### config.mk
export PLATFORM = sky130hd
export DESIGN_NAME = avcu_sqrt_cell
export DESIGN_NICKNAME = d
export VERILOG_FILES = /design/src/rtl/agent_velocity_collision_update_core_macros.svh /design/src/rtl/avcu_pkg.sv /design/src/rtl/avcu_sqrt_cell.sv
export SDC_FILE = /design/constraint.sdc
export NUM_CORES = 1
export LEC_CHECK = 0
export BUFFER_PORTS_ARGS = -buffer_cell sky130_fd_sc_hd__buf_2
export CELL_PAD_IN_SITES_DETAIL_PLACEMENT = 1
export CELL_PAD_IN_SITES_GLOBAL_PLACEMENT = 1
export CORE_MARGIN = 4
export CORE_UTILIZATION = 36
export CTS_CLUSTER_SIZE = 12
export DETAILED_ROUTE_END_ITERATION = 8
export GPL_TIMING_DRIVEN = 1
export PLACE_DENSITY_LB_ADDON = 0.25
export REMOVE_ABC_BUFFERS = 1
export SETUP_SLACK_MARGIN = 0.15
export SYNTH_ARGS = -nofsm -noshare
export SYNTH_HDL_FRONTEND = slang
export SYNTH_SLANG_ARGS = --single-unit
### constraint.sdc
create_clock -name clk -period 5.2 [get_ports clk]
set_input_delay 0.52 -clock clk [delete_from_list [all_inputs] [get_ports clk]]
set_output_delay 0.52 -clock clk [all_outputs]
set_load 0.02 [all_outputs]
### src/rtl/agent_velocity_collision_update_core_macros.svh
// Assertion macros for the agent velocity collision update core.
`ifndef AGENT_VELOCITY_COLLISION_UPDATE_CORE_MACROS_SVH
`define AGENT_VELOCITY_COLLISION_UPDATE_CORE_MACROS_SVH

// checked outside reset only
`define AVCU_ASSERT_RST(label, prop, msg) \
  label: assert property (@(posedge clk) disable iff (!rst_n) prop) else $error(msg);

// checked on every edge, reset included
`define AVCU_ASSERT_CLK(label, prop, msg) \
  label: assert property (@(posedge clk) prop) else $error(msg);

`endif

### src/rtl/avcu_pkg.sv
// Types, constants and helpers shared by the velocity update core.
package avcu_pkg;

  localparam int SQRT_STEPS = 32;
  localparam int DIV_STEPS  = 23;

  typedef enum logic [1:0] {
    CFG_MAX_SPEED   = 2'd0,
    CFG_MIN_SPEED   = 2'd1,
    CFG_RESTITUTION = 2'd2
  } cfg_idx_t;

  typedef struct packed {
    logic signed [23:0] vel_x;
    logic signed [23:0] vel_y;
    logic signed [23:0] acc_x;
    logic signed [23:0] acc_y;
    logic signed [23:0] normal_x;
    logic signed [23:0] normal_y;
    logic [15:0]        time_step;
  } in_t;

  typedef struct packed {
    logic signed [23:0] new_vel_x;
    logic signed [23:0] new_vel_y;
  } out_t;

  // velocity before the length clamp, travels alongside sqrt/div cells
  typedef struct packed {
    logic signed [31:0] x;
    logic signed [31:0] y;
    logic               scale;
    logic [22:0]        lim;
  } side_t;

  function automatic logic signed [31:0] sat_wide(input logic signed [48:0] v);
    if (v > 49'sh0_7FFF_FFFF) begin
      return 32'sh7FFF_FFFF;
    end else if (v < -49'sh0_7FFF_FFFF) begin
      return -32'sh7FFF_FFFF;
    end
    return v[31:0];
  endfunction

  function automatic logic signed [23:0] sat_out(input logic signed [31:0] v);
    if (v > 32'sd8388607) begin
      return 24'sh7F_FFFF;
    end else if (v < -32'sd8388608) begin
      return 24'sh80_0000;
    end
    return v[23:0];
  endfunction

endpackage

### src/rtl/avcu_sqrt_cell.sv
// One digit step of the integer square root chain.
module avcu_sqrt_cell #(
  parameter int STEP = 0
) (
  input  logic            clk,
  input  logic            rst_n,
  input  logic            vld_i,
  input  avcu_pkg::side_t side_i,
  input  logic [63:0]     rem_i,
  input  logic [63:0]     res_i,
  output logic            vld_o,
  output avcu_pkg::side_t side_o,
  output logic [63:0]     rem_o,
  output logic [63:0]     res_o
);
  import avcu_pkg::*;

  localparam int SH = 62 - 2 * STEP;

  logic [63:0] bitv;
  logic [63:0] trial;
  logic        take;
  logic        vld_r;
  side_t       side_r;
  logic [63:0] rem_r, rem_nxt;
  logic [63:0] res_r, res_nxt;

  assign bitv  = 64'd1 << SH;
  assign trial = res_i + bitv;
  assign take  = rem_i >= trial;

  always_comb begin
    rem_nxt = take ? rem_i - trial : rem_i;
    res_nxt = take ? (res_i >> 1) + bitv : res_i >> 1;
  end

  always_ff @(posedge clk) begin
    if (!rst_n) begin
      vld_r <= 1'b0;
    end else begin
      vld_r <= vld_i;
    end
  end

  always_ff @(posedge clk) begin
    side_r <= side_i;
    rem_r  <= rem_nxt;
    res_r  <= res_nxt;
  end

  assign vld_o  = vld_r;
  assign side_o = side_r;
  assign rem_o  = rem_r;
  assign res_o  = res_r;

endmodule

# After elaboration in Yosys (flattened, before gate mapping)
# Index checks and enable logic that the tools add are counted.
# op_classes
n_addsub	3
multipliers	0
n_div	0
magnitude_cmp	1
n_eq_ne	0
n_shift	0
mux	2
n_bitwise	0
n_reduce_logical	0
# ops
operator	count
adder 63 x 63 -> 64 bit (second input constant)	1
adder 64 x 63 -> 64 bit (second input constant)	1
greater-or-equal comparator 64 bit	1
two-way mux 64 bit	1
subtractor 64 bit	1
two-way mux 63 bit	1
# totals
ff_bits	217
latch_bits	0
mem_bits_rw	0
romBits	0
input_bits	219
out_inout_bits	217
word_cells	14
n_memories	0

# Longest topological paths before layout
# Gate-level depths: netlist of run 1.
# depth
ltp_word	3
ltp_mapped	16

# Worst setup path before layout of run 1
# OpenSTA, ideal clock, no wires.
# synth_timing
kind	in2reg
start	input port rem_i[0]
end	register rem_r[54], in the netlist rem_o[54]
setup_time_ns	0.116
arrival_time_ns	2.911
required_time_ns	5.084
setup_slack_ns	2.173
cell_stages	13
path_cell_list	inv_1 > ha_1 > fa_1 > nor2b_1 > o221ai_1 > a21oi_1 > o21ai_1 > a21bo_2 > o31a_1 > o31a_1 > o31ai_2 > xnor2_1 > o21ai_2
# synth_via
elab_chain_cells	2
word_cells_on_any_way	3
classes_between	add/sub (1); order compare (1); mux (1)
# synth_lines
item	line_no	text
start, declared	avcu_sqrt_cell.sv:9	input logic [63:0] rem_i,
subtractor 64 bit / greater-or-equal comparator 64 bit (equally long branches)	avcu_sqrt_cell.sv:33, avcu_sqrt_cell.sv:30	
two-way mux 64 bit *	avcu_sqrt_cell.sv:33	rem_nxt = take ? rem_i - trial : rem_i;
net rem_nxt[54]	avcu_sqrt_cell.sv:25	logic [63:0] rem_r, rem_nxt;
end signal, assigned	avcu_sqrt_cell.sv:47	rem_r <= rem_nxt;
end, declared	avcu_sqrt_cell.sv:25	
# The timed path passes the listed nets; every way through them passes the cells marked *.
# A chain may end at the register's enable or synchronous reset.

# Worst setup path in the final report of run 1
# layout_timing
start	input port res_i[1]
end	register rem_r[49], in the netlist rem_o[49]
# layout_via
elab_chain_cells	3
word_cells_on_any_way	4
classes_between	add/sub (2); order compare (1); mux (1)
# layout_lines
item	line_no	text
start, declared	avcu_sqrt_cell.sv:10	input logic [63:0] res_i,
adder 64 x 63 -> 64 bit *	avcu_sqrt_cell.sv:29	assign trial = res_i + bitv;
subtractor 64 bit / greater-or-equal comparator 64 bit (equally long branches)	avcu_sqrt_cell.sv:33, avcu_sqrt_cell.sv:30	
two-way mux 64 bit *	avcu_sqrt_cell.sv:33	
net rem_nxt[49]	avcu_sqrt_cell.sv:25	
# Marks and branches as above.

==> report_table.html, run 1 <==
<table>
<tr><th>Metric</th><th>Value</th></tr>
<tr><th colspan="2">Outcome</th></tr>
<tr><td>Result of the run</td><td>finished clean</td></tr>
<tr><th colspan="2">Routing</th></tr>
<tr><td>Vias after detailed routing</td><td>8,893</td></tr>
<tr><td>DRT iter0 DRCs</td><td>approximately 440</td></tr>
<tr><td>Total Wirelength</td><td>34,200 microns</td></tr>
<tr><td>DRT Pass-1 Iters</td><td>4</td></tr>
<tr><td>Wire per inst</td><td>19.1 microns</td></tr>
<tr><td>Via density per instance</td><td>4.97</td></tr>
<tr><td>Total DRC errors in the routed layout</td><td>0</td></tr>
<tr><td>Final antenna-violating net count</td><td>0</td></tr>
<tr><th colspan="2">Clocking</th></tr>
<tr><td>CTS tree</td><td>done</td></tr>
<tr><td>Post-CTS setup buffers</td><td>0</td></tr>
<tr><td>Clock-pin transition on the worst setup and hold timing paths</td><td>60 ps</td></tr>
<tr><td>Clock buffers created by TritonCTS</td><td>26</td></tr>
<tr><td>Clock Sink Count</td><td>217</td></tr>
<tr><td># hold bufs at CTS</td><td>0</td></tr>
<tr><td>Clock root buffer</td><td>sky130_fd_sc_hd__clkbuf_16</td></tr>
<tr><td>Post-CTS Resized</td><td>0</td></tr>
<tr><td>Buffers from clock root to sink, at most</td><td>3</td></tr>
<tr><td>CTS H-Tree Depth</td><td>1</td></tr>
<tr><th colspan="2">Setup path</th></tr>
<tr><td>Required time of the worst setup path</td><td>5590 ps</td></tr>
<tr><td>Critical path data arrival time</td><td>3820 ps</td></tr>
<tr><td>Category of the worst setup path launch point</td><td>input pin</td></tr>
<tr><td>Cell breakdown of the critical path</td><td>buf_2, inv_1, ha_1, nor2b_1, o2111ai_1, a31oi_1, o2111ai_1, o211ai_1, o31a_1, a31oi_1, a21oi_1, xnor2_1, o21ai_0</td></tr>
<tr><td>WS Path Type</td><td>in -&gt; reg</td></tr>
<tr><td>Endpoint type of the worst setup path</td><td>flip-flop</td></tr>
<tr><td>Critical path's slowest cell</td><td>sky130_fd_sc_hd__a31oi_1</td></tr>
<tr><td>Largest stage delay on the critical path</td><td>490 ps</td></tr>
<tr><td>CP Max Fanout</td><td>5</td></tr>
<tr><th colspan="2">Floorplanning</th></tr>
<tr><td>Placement row count</td><td>58</td></tr>
<tr><td>Initial Utilization</td><td>0.365</td></tr>
<tr><td>Die ar.</td><td>0.0281 sq mm</td></tr>
<tr><td>Die Y</td><td>between 150 and 200 microns</td></tr>
<tr><td>Placeable core region</td><td>about 0.025 sq mm</td></tr>
<tr><td>Io pins</td><td>436</td></tr>
<tr><td>Horizontal die dimension</td><td>168 microns</td></tr>
<tr><th colspan="2">STA</th></tr>
<tr><td>Setup repair after global routing missed its margin</td><td>no</td></tr>
<tr><td>Number of hold-slack violations in the final timing report</td><td>0</td></tr>
<tr><td>Maximum clock rate</td><td>292 MHz</td></tr>
<tr><td>TNS Setup</td><td>0 ps</td></tr>
<tr><td>Setup-failing EPs final</td><td>0</td></tr>
<tr><td>Final Slew Violations</td><td>0</td></tr>
<tr><td>Hold Slack</td><td>87.1 ps</td></tr>
<tr><td>Setup ws final</td><td>1770 ps</td></tr>
<tr><td>Tightest slew margin relative to the limit</td><td>0.527</td></tr>
<tr><td>Final period demand of the worst path</td><td>3430 ps</td></tr>
<tr><td>Transition time at the pin with the least slew margin</td><td>703 ps</td></tr>
<tr><td>Ratio of final minimum period to clock period</td><td>0.659</td></tr>
<tr><th colspan="2">Yosys</th></tr>
<tr><td>Synth Instances</td><td>1,020</td></tr>
<tr><td>Share of Yosys cell area claimed by the top area cell type</td><td>0.474</td></tr>
<tr><td>Count of warnings emitted by yosys</td><td>0</td></tr>
<tr><td>Number of flip-flops and latches in the synthesized netlist</td><td>217</td></tr>
<tr><td>Number of distinct standard cells referenced by the synthesized netlist</td><td>57</td></tr>
<tr><td>Fraction of the yosys area taken by sequential cells</td><td>0.474</td></tr>
<tr><td>Asr flop ratio synth</td><td>0</td></tr>
<tr><td>Summed instance area of the synthesized netlist</td><td>0.00917 sq mm</td></tr>
<tr><td>Predominant post-synthesis flop cell</td><td>sky130_fd_sc_hd__dfxtp_1</td></tr>
<tr><td>Cell type contributing the most total cell area after synthesis</td><td>sky130_fd_sc_hd__dfxtp_1</td></tr>
<tr><td>Post-synthesis average cell area</td><td>8.99 sq um</td></tr>
<tr><td>Top area cells in the synthesized netlist</td><td>sky130_fd_sc_hd__dfxtp_1 47%, sky130_fd_sc_hd__ha_1 8.7%, sky130_fd_sc_hd__o21ai_0 5.7%</td></tr>
<tr><td>Number of flops mapped to enable cells by yosys</td><td>0</td></tr>
<tr><th colspan="2">Cells and area</th></tr>
<tr><td>Most common cell after layout, fill and taps aside</td><td>sky130_fd_sc_hd__buf_2</td></tr>
<tr><td>Final Non-Filler Cells</td><td>1,791</td></tr>
<tr><td>Relative area change from synthesis to final layout</td><td>36.1%</td></tr>
<tr><td>Multi-input combinational cell area</td><td>roughly 0.0043 sq mm</td></tr>
<tr><td>Number of nets in the final layout</td><td>1,725</td></tr>
<tr><td>FF/Latch Area</td><td>0.00434 sq mm</td></tr>
<tr><td>Filler Cell Count</td><td>3,107</td></tr>
<tr><td>Commonest cells after routing, fill and taps aside</td><td>435 x sky130_fd_sc_hd__buf_2, 217 x sky130_fd_sc_hd__dfxtp_1, 125 x sky130_fd_sc_hd__nand2_1</td></tr>
<tr><td>Final core area utilization</td><td>0.497</td></tr>
<tr><td>Layout cell share with drive strength beyond 1</td><td>0.336</td></tr>
<tr><th colspan="2">Place</th></tr>
<tr><td>Placer Congestion</td><td>0.923</td></tr>
<tr><td>Half-perimeter wire length after detailed placement</td><td>28,300 microns</td></tr>
<tr><td>Port Buffers</td><td>435</td></tr>
<tr><td>Number of instances in the placed design</td><td>1,743</td></tr>
<tr><td>Worst setup slack before clock tree synthesis</td><td>1330 ps</td></tr>
<tr><th colspan="2">GRT</th></tr>
<tr><td>GRT Resource Usage Total</td><td>0.232</td></tr>
<tr><td>Initial antenna violation count</td><td>6</td></tr>
<tr><td>Largest net degree at the start of global routing</td><td>112</td></tr>
<tr><td>Vias in the first global route</td><td>9,281</td></tr>
<tr><td>Global-route congestion overflow total</td><td>0</td></tr>
<tr><td>Wire length of the first global-routing pass</td><td>52,500 microns</td></tr>
<tr><th colspan="2">Min path</th></tr>
<tr><td>Terminating pin of the worst hold path</td><td>side_o[83]</td></tr>
<tr><td>Worst hold path stage count</td><td>1</td></tr>
<tr><td>Type of the most critical hold path</td><td>in -&gt; reg</td></tr>
<tr><td>Hold path start</td><td>side_i[83]</td></tr>
<tr><th colspan="2">Power</th></tr>
<tr><td>Leak pwr</td><td>about 6.2 nW</td></tr>
<tr><td>VDD IR max</td><td>0.000287 V</td></tr>
<tr><td>PwrDens</td><td>~390 mW/mm^2</td></tr>
<tr><th colspan="2">Flow run</th></tr>
<tr><td>Max-capacitance violation count</td><td>0</td></tr>
</table>
==> report_power, final <==
part / leakage (nW) / internal, mW / total [mW] / switching (mW)
clock network: 0.426 / 1.14 / 1.85 / 0.706
registers: 1.83 / 1.83 / 1.87 / 0.0439
logic: 3.99 / 0.424 / 1.19 / 0.762
total: 6.25 / 3.40 / 4.91 / 1.51
==> worst max-delay path by stage <==
stage	to	from	slack, ps
6_report	rem_o[49]	res_i[1]	1770
2_1_floorplan	rem_o[10]	res_i[5]	-620
5_1_grt	rem_o[49]	res_i[1]	1570
4_1_cts	rem_o[49]	res_i[1]	1830
3_5_place_dp	rem_o[49]	res_i[1]	1330
3_3_place_gp	rem_o[62]	rem_i[0]	1400
==> critical path: cells and delay by family <==
kind	cells	cell delay [ps]
and+or+nand+nor	1	150
adders and majority gates	1	290
AOI/OAI and AO/OA	8	2480
buffers and inverters	2	170
xor gates and xnor gates	1	210
==> per-stage QoR <==
stage	power [mW]	area, sq um
floorplan	2.64	8970
global placement	3.08	11600
detailed placement	3.09	11600
CTS	4.96	12500
global route	5.16	12500
finish	4.91	12500
==> area by class of cell <==
class / instances / area share
flip-flops and latches: 217 / 0.348
multi-input cells: 678 / 0.347
repair buffers: 437 / 0.177
clock buffers: 38 / 0.0597
well taps: 330 / 0.0331
inverters: 81 / 0.0244
clock inverters: 8 / 0.0109
diodes: 2 / 0.000401
==> kinds of logic (layout without fill, tap and decap cells) <==
| group | Yosys count | count (layout) | synth area share |
|---|---|---|---|
| XOR/XNOR | 64 | 64 | 0.0611 |
| multiplexers | 1 | 1 | 0.00109 |
| AO/OA/AOI/OAI | 298 | 298 | 0.195 |
| buffers and inverters | 125 | 564 | 0.0549 |
| adder cells (fa/ha/maj) | 65 | 65 | 0.0895 |
| other | 0 | 2 | 0 |
| AND/OR/NAND/NOR | 250 | 250 | 0.125 |
| flip-flops | 217 | 217 | 0.474 |
==> synth_stat cells (4+ instances only) <==
cell,count
sky130_fd_sc_hd__dfxtp_1,217
sky130_fd_sc_hd__nand2_1,125
sky130_fd_sc_hd__o21ai_0,105
sky130_fd_sc_hd__a21oi_1,85
sky130_fd_sc_hd__inv_1,81
sky130_fd_sc_hd__ha_1,64
sky130_fd_sc_hd__xnor2_1,39
sky130_fd_sc_hd__nor2_1,36
sky130_fd_sc_hd__a21o_1,29
sky130_fd_sc_hd__nand4_1,26
sky130_fd_sc_hd__xor2_1,25
sky130_fd_sc_hd__clkbuf_1,22
sky130_fd_sc_hd__buf_2,18
sky130_fd_sc_hd__nand3_1,14
sky130_fd_sc_hd__nor3_1,13
sky130_fd_sc_hd__a31oi_1,12
sky130_fd_sc_hd__o21bai_1,11
sky130_fd_sc_hd__nor2b_1,9
sky130_fd_sc_hd__o21ai_1,9
sky130_fd_sc_hd__nand2b_1,8
sky130_fd_sc_hd__o21a_1,8
sky130_fd_sc_hd__and3_1,6
sky130_fd_sc_hd__o221ai_1,4
==> registers in the layout, summed over array words and instances (netlist names) <==
name,cells
vld_o,1
rem_o,64
side_o,88
res_o,64
==> metal layers <==
layer	routed length, microns	vias up	share of wire	track usage
met5	30	-	0.00088	0
met4	667	6	0.019	0.0515
met3	1920	47	0.056	0.0430
met2	16900	273	0.49	0.410
met1	14700	4206	0.43	0.296
li1	-	4361	-	-
Note: power is estimated with default switching activity, not from simulation.
==> run 2, diff against run 1 <==
Settings changed: ABC_AREA set to 1, CORE_UTILIZATION 36 to 34.
Clock period 5.2 ns to 3.48 ns, I/O delays scaled along.
==> run 2 against run 1 <==
Net effect:
- cell area rose by 33%
- non-clock buffer count is 154 higher
- worst setup slack got worse by 1300 ps
- clock power rose by 35%
- highest routed layer unchanged
- critical endpoint is now rem_o[0]
- final cell count rose by 61%
- critical path depth decreased by 1
- sequential share of layout area fell by 8.6 points
- utilization shrank 0.40 points
- synthesized cell count grew 79%
- sequential power rose by 51%
- synthesized area rose by 27%
- wire length is 74% higher
==> report_table.html, run 2 <==
<table>
<tr><th>Metric</th><th>Value</th></tr>
<tr><th colspan="2">Power</th></tr>
<tr><td>Total power consumption of the routed design</td><td>between 7 and 8 mW</td></tr>
<tr><td>VDD IR max</td><td>0.000393 V</td></tr>
<tr><td>Leak pwr</td><td>9.87 nW</td></tr>
<tr><td>PwrDens</td><td>464 mW/mm^2</td></tr>
<tr><th colspan="2">Clocking</th></tr>
<tr><td>Post-CTS setup buffers</td><td>0</td></tr>
<tr><td>CTS H-Tree Depth</td><td>1</td></tr>
<tr><td>CTS tree</td><td>done</td></tr>
<tr><td>Clock root buffer</td><td>sky130_fd_sc_hd__clkbuf_16</td></tr>
<tr><td>Clock-pin transition on the worst setup and hold timing paths</td><td>60 ps</td></tr>
<tr><td>Post-CTS Resized</td><td>0</td></tr>
<tr><td>Clock Sink Count</td><td>217</td></tr>
<tr><td>Clock buffers created by TritonCTS</td><td>24</td></tr>
<tr><td>Buffers from clock root to sink, at most</td><td>3</td></tr>
<tr><th colspan="2">STA</th></tr>
<tr><td>Final period demand of the worst path</td><td>3000 ps</td></tr>
<tr><td>Final Slew Violations</td><td>0</td></tr>
<tr><td>Maximum clock rate</td><td>333 MHz</td></tr>
<tr><td>Tightest slew margin relative to the limit</td><td>0.413</td></tr>
<tr><td>TNS Setup</td><td>0 ps</td></tr>
<tr><td>Hold Slack</td><td>37.9 ps</td></tr>
<tr><td>Ratio of final minimum period to clock period</td><td>0.862</td></tr>
<tr><td>Setup ws final</td><td>480 ps</td></tr>
<tr><td>Number of hold-slack violations in the final timing report</td><td>0</td></tr>
<tr><td>Setup repair after global routing missed its margin</td><td>no</td></tr>
<tr><td>Setup-failing EPs final</td><td>0</td></tr>
<tr><td>Transition time at the pin with the least slew margin</td><td>881 ps</td></tr>
<tr><th colspan="2">Yosys</th></tr>
<tr><td>Fraction of the yosys area taken by sequential cells</td><td>0.374</td></tr>
<tr><td>Dominant cell by count in the synthesized netlist</td><td>sky130_fd_sc_hd__nand2_1</td></tr>
<tr><td>Cell type contributing the most total cell area after synthesis</td><td>sky130_fd_sc_hd__dfxtp_1</td></tr>
<tr><td>Asr flop ratio synth</td><td>0</td></tr>
<tr><td>Number of flip-flops and latches in the synthesized netlist</td><td>217</td></tr>
<tr><td>Top area cells in the synthesized netlist</td><td>sky130_fd_sc_hd__dfxtp_1 37%, sky130_fd_sc_hd__nand2_1 23%, sky130_fd_sc_hd__inv_1 13%</td></tr>
<tr><td>Post-synthesis average cell area</td><td>about 6.4 sq um</td></tr>
<tr><td>Share of Yosys cell area claimed by the top area cell type</td><td>0.374</td></tr>
<tr><td>Most frequent cells after synthesis</td><td>715 x sky130_fd_sc_hd__nand2_1, 410 x sky130_fd_sc_hd__inv_1, 217 x sky130_fd_sc_hd__dfxtp_1</td></tr>
<tr><td>Number of distinct standard cells referenced by the synthesized netlist</td><td>28</td></tr>
<tr><td>Count of warnings emitted by yosys</td><td>0</td></tr>
<tr><td>Synth Instances</td><td>roughly 1,800</td></tr>
<tr><td>Number of flops mapped to enable cells by yosys</td><td>0</td></tr>
<tr><td>Summed instance area of the synthesized netlist</td><td>0.0116 sq mm</td></tr>
<tr><td>Predominant post-synthesis flop cell</td><td>sky130_fd_sc_hd__dfxtp_1</td></tr>
<tr><th colspan="2">GRT</th></tr>
<tr><td>Vias in the first global route</td><td>~14,000</td></tr>
<tr><td>GRT Resource Usage Total</td><td>0.307</td></tr>
<tr><td>Global-route congestion overflow total</td><td>0</td></tr>
<tr><td>Wire length of the first global-routing pass</td><td>87,100 microns</td></tr>
<tr><td>Initial antenna violation count</td><td>7</td></tr>
<tr><td>Largest net degree at the start of global routing</td><td>65</td></tr>
<tr><th colspan="2">Cells and area</th></tr>
<tr><td>Commonest cells after routing, fill and taps aside</td><td>715 x sky130_fd_sc_hd__nand2_1, 435 x sky130_fd_sc_hd__buf_2, 410 x sky130_fd_sc_hd__inv_1</td></tr>
<tr><td>Final core area utilization</td><td>0.493</td></tr>
<tr><td>Max FFs per register</td><td>88</td></tr>
<tr><td>Most common cell after layout, fill and taps aside</td><td>sky130_fd_sc_hd__nand2_1</td></tr>
<tr><td>Post-layout instance area</td><td>0.0166 sq mm</td></tr>
<tr><td>Filler Cell Count</td><td>4,465</td></tr>
<tr><td>Layout cell share with drive strength beyond 1</td><td>0.207</td></tr>
<tr><td>Relative area change from synthesis to final layout</td><td>42.6%</td></tr>
<tr><td>Final Non-Filler Cells</td><td>2,887</td></tr>
<tr><td>Number of nets in the final layout</td><td>2,703</td></tr>
<tr><th colspan="2">Setup path</th></tr>
<tr><td>Critical path data arrival time</td><td>around 3400 ps</td></tr>
<tr><td>Delay-heaviest family, CP</td><td>simple AND/OR/NAND/NOR gates</td></tr>
<tr><td>Crit path to</td><td>rem_o[0]</td></tr>
<tr><td>Endpoint type of the worst setup path</td><td>flip-flop</td></tr>
<tr><td>Cell breakdown of the critical path</td><td>dlygate4sd3_1, buf_2, inv_1, ha_1, nand2_1, nor2_2, nand2_1, nor4_4, nand2_1, nand3_2, buf_4, o21ai_0</td></tr>
<tr><td>Required time of the worst setup path</td><td>~3900 ps</td></tr>
<tr><td>Category of the worst setup path launch point</td><td>input pin</td></tr>
<tr><td>Largest stage delay on the critical path</td><td>560 ps</td></tr>
<tr><td>Launching element of the worst setup path</td><td>res_i[30]</td></tr>
<tr><td>Cell count along the critical path</td><td>12</td></tr>
<tr><td>CP Max Fanout</td><td>35</td></tr>
<tr><td>Buf+Inv Stages, Crit Path</td><td>4</td></tr>
<tr><td>Most frequent CP cell</td><td>sky130_fd_sc_hd__nand2_1</td></tr>
<tr><td>Critical path's slowest cell</td><td>sky130_fd_sc_hd__dlygate4sd3_1</td></tr>
<tr><td>WS Path Type</td><td>in -&gt; reg</td></tr>
<tr><th colspan="2">Routing</th></tr>
<tr><td>Total Wirelength</td><td>~60,000 microns</td></tr>
<tr><td>DRT iter0 DRCs</td><td>716</td></tr>
<tr><td>Final antenna-violating net count</td><td>0</td></tr>
<tr><td>Total DRC errors in the routed layout</td><td>0</td></tr>
<tr><td>Wire per inst</td><td>20.6 microns</td></tr>
<tr><td>DRT Pass-1 Iters</td><td>6</td></tr>
<tr><td>Via density per instance</td><td>4.68</td></tr>
<tr><td>Vias after detailed routing</td><td>13,500</td></tr>
<tr><th colspan="2">Place</th></tr>
<tr><td>Port Buffers</td><td>approximately 440</td></tr>
<tr><td>Half-perimeter wire length after detailed placement</td><td>43,900 microns</td></tr>
<tr><td>Placed inst area</td><td>roughly 0.014 sq mm</td></tr>
<tr><td>Number of instances in the placed design</td><td>2,691</td></tr>
<tr><td>Worst setup slack before clock tree synthesis</td><td>382 ps</td></tr>
<tr><td>Placer Congestion</td><td>0.929</td></tr>
<tr><th colspan="2">Floorplanning</th></tr>
<tr><td>Die ar.</td><td>0.0372 sq mm</td></tr>
<tr><td>Placeable core region</td><td>0.0336 sq mm</td></tr>
<tr><td>Die Y</td><td>193 microns</td></tr>
<tr><td>Io pins</td><td>approximately 440</td></tr>
<tr><td>Initial Utilization</td><td>0.346</td></tr>
<tr><td>Horizontal die dimension</td><td>just under 200 microns</td></tr>
<tr><td>Placement row count</td><td>67</td></tr>
<tr><th colspan="2">Min path</th></tr>
<tr><td>Worst hold path stage count</td><td>3</td></tr>
<tr><td>Type of the most critical hold path</td><td>in -&gt; reg</td></tr>
<tr><th colspan="2">Flow run</th></tr>
<tr><td>Max-capacitance violation count</td><td>0</td></tr>
<tr><th colspan="2">Outcome</th></tr>
<tr><td>Result of the run</td><td>finished clean</td></tr>
</table>
-- run 2: cell types whose count changed after synthesis, sizes merged, moves of 8 or more --
cell,delta
o21bai,-11
nand2b,-8
nor2b,-9
nand3,+133
xnor2,-37
a21oi,-44
nor2,+82
inv,+330
clkbuf,-25
nand2,+597
a31oi,-12
o21a,-8
a21o,-29
o21ai,-109
-- run 2: area by class of cell --
type                            count  area, sq um  share of cell area
Antenna cell                        7         17.5             0.00106
Clock buffer                       35          672              0.0405
Clock inverter                      4         58.8             0.00355
Inverter                          411         1540              0.0931
Multi-Input combinational cell   1174         5620               0.339
Sequential cell                   217         4340               0.262
Tap cell                          448          561              0.0338
Timing Repair Buffer              591         3760               0.227
-- run 2: cell families after synthesis --
kind of cell               Yosys count  share of synthesized area
adders and majority gates           65                     0.0706
xor gates and xnor gates            32                     0.0241
buffers and inverters              431                      0.144
and+or+nand+nor                   1028                      0.366
DFF                                217                      0.374
AOI/OAI and AO/OA                   48                     0.0216
-- run 2: timing repair --
action	CTS	global route
endpoints found under the setup margin	0	1
endpoints found under the hold margin	149	0
hold buffers	149	0
-- run 2: tightest hold or removal path, cell delays in order --
cell and delay [ps]:
sky130_fd_sc_hd__buf_2 80, sky130_fd_sc_hd__nand2_1 50, sky130_fd_sc_hd__inv_1 60
-- run 2: report_power, final --
group / switching, mW / total, mW / internal [mW]
logic: 1.58 / 2.37 / 0.791
registers: 0.0917 / 2.83 / 2.74
clock network: 1.08 / 2.49 / 1.41
total: 2.75 / 7.69 / 4.94
-- run 2: how the worst min path moves through the flow --
stage	slack (ps)	startpoint	to
final	40	vld_i	vld_o
after global routing	0.4	side_i[39]	side_o[39]
after CTS	8	side_i[39]	side_o[39]
after detailed placement	450	side_i[79]	side_o[79]
after global placement	450	side_i[65]	side_o[65]
after floorplan	380	res_i[1]	res_o[0]
-- run 2: metal layers --
metal	vias to the layer above	part of all wire	routed length, microns	track usage
li1	6615	-	-	-
met1	6291	0.42	25100	0.391
met2	488	0.46	27500	0.518
met3	119	0.072	4290	0.0550
met4	2	0.045	2680	0.119
met5	-	0.00017	10	0
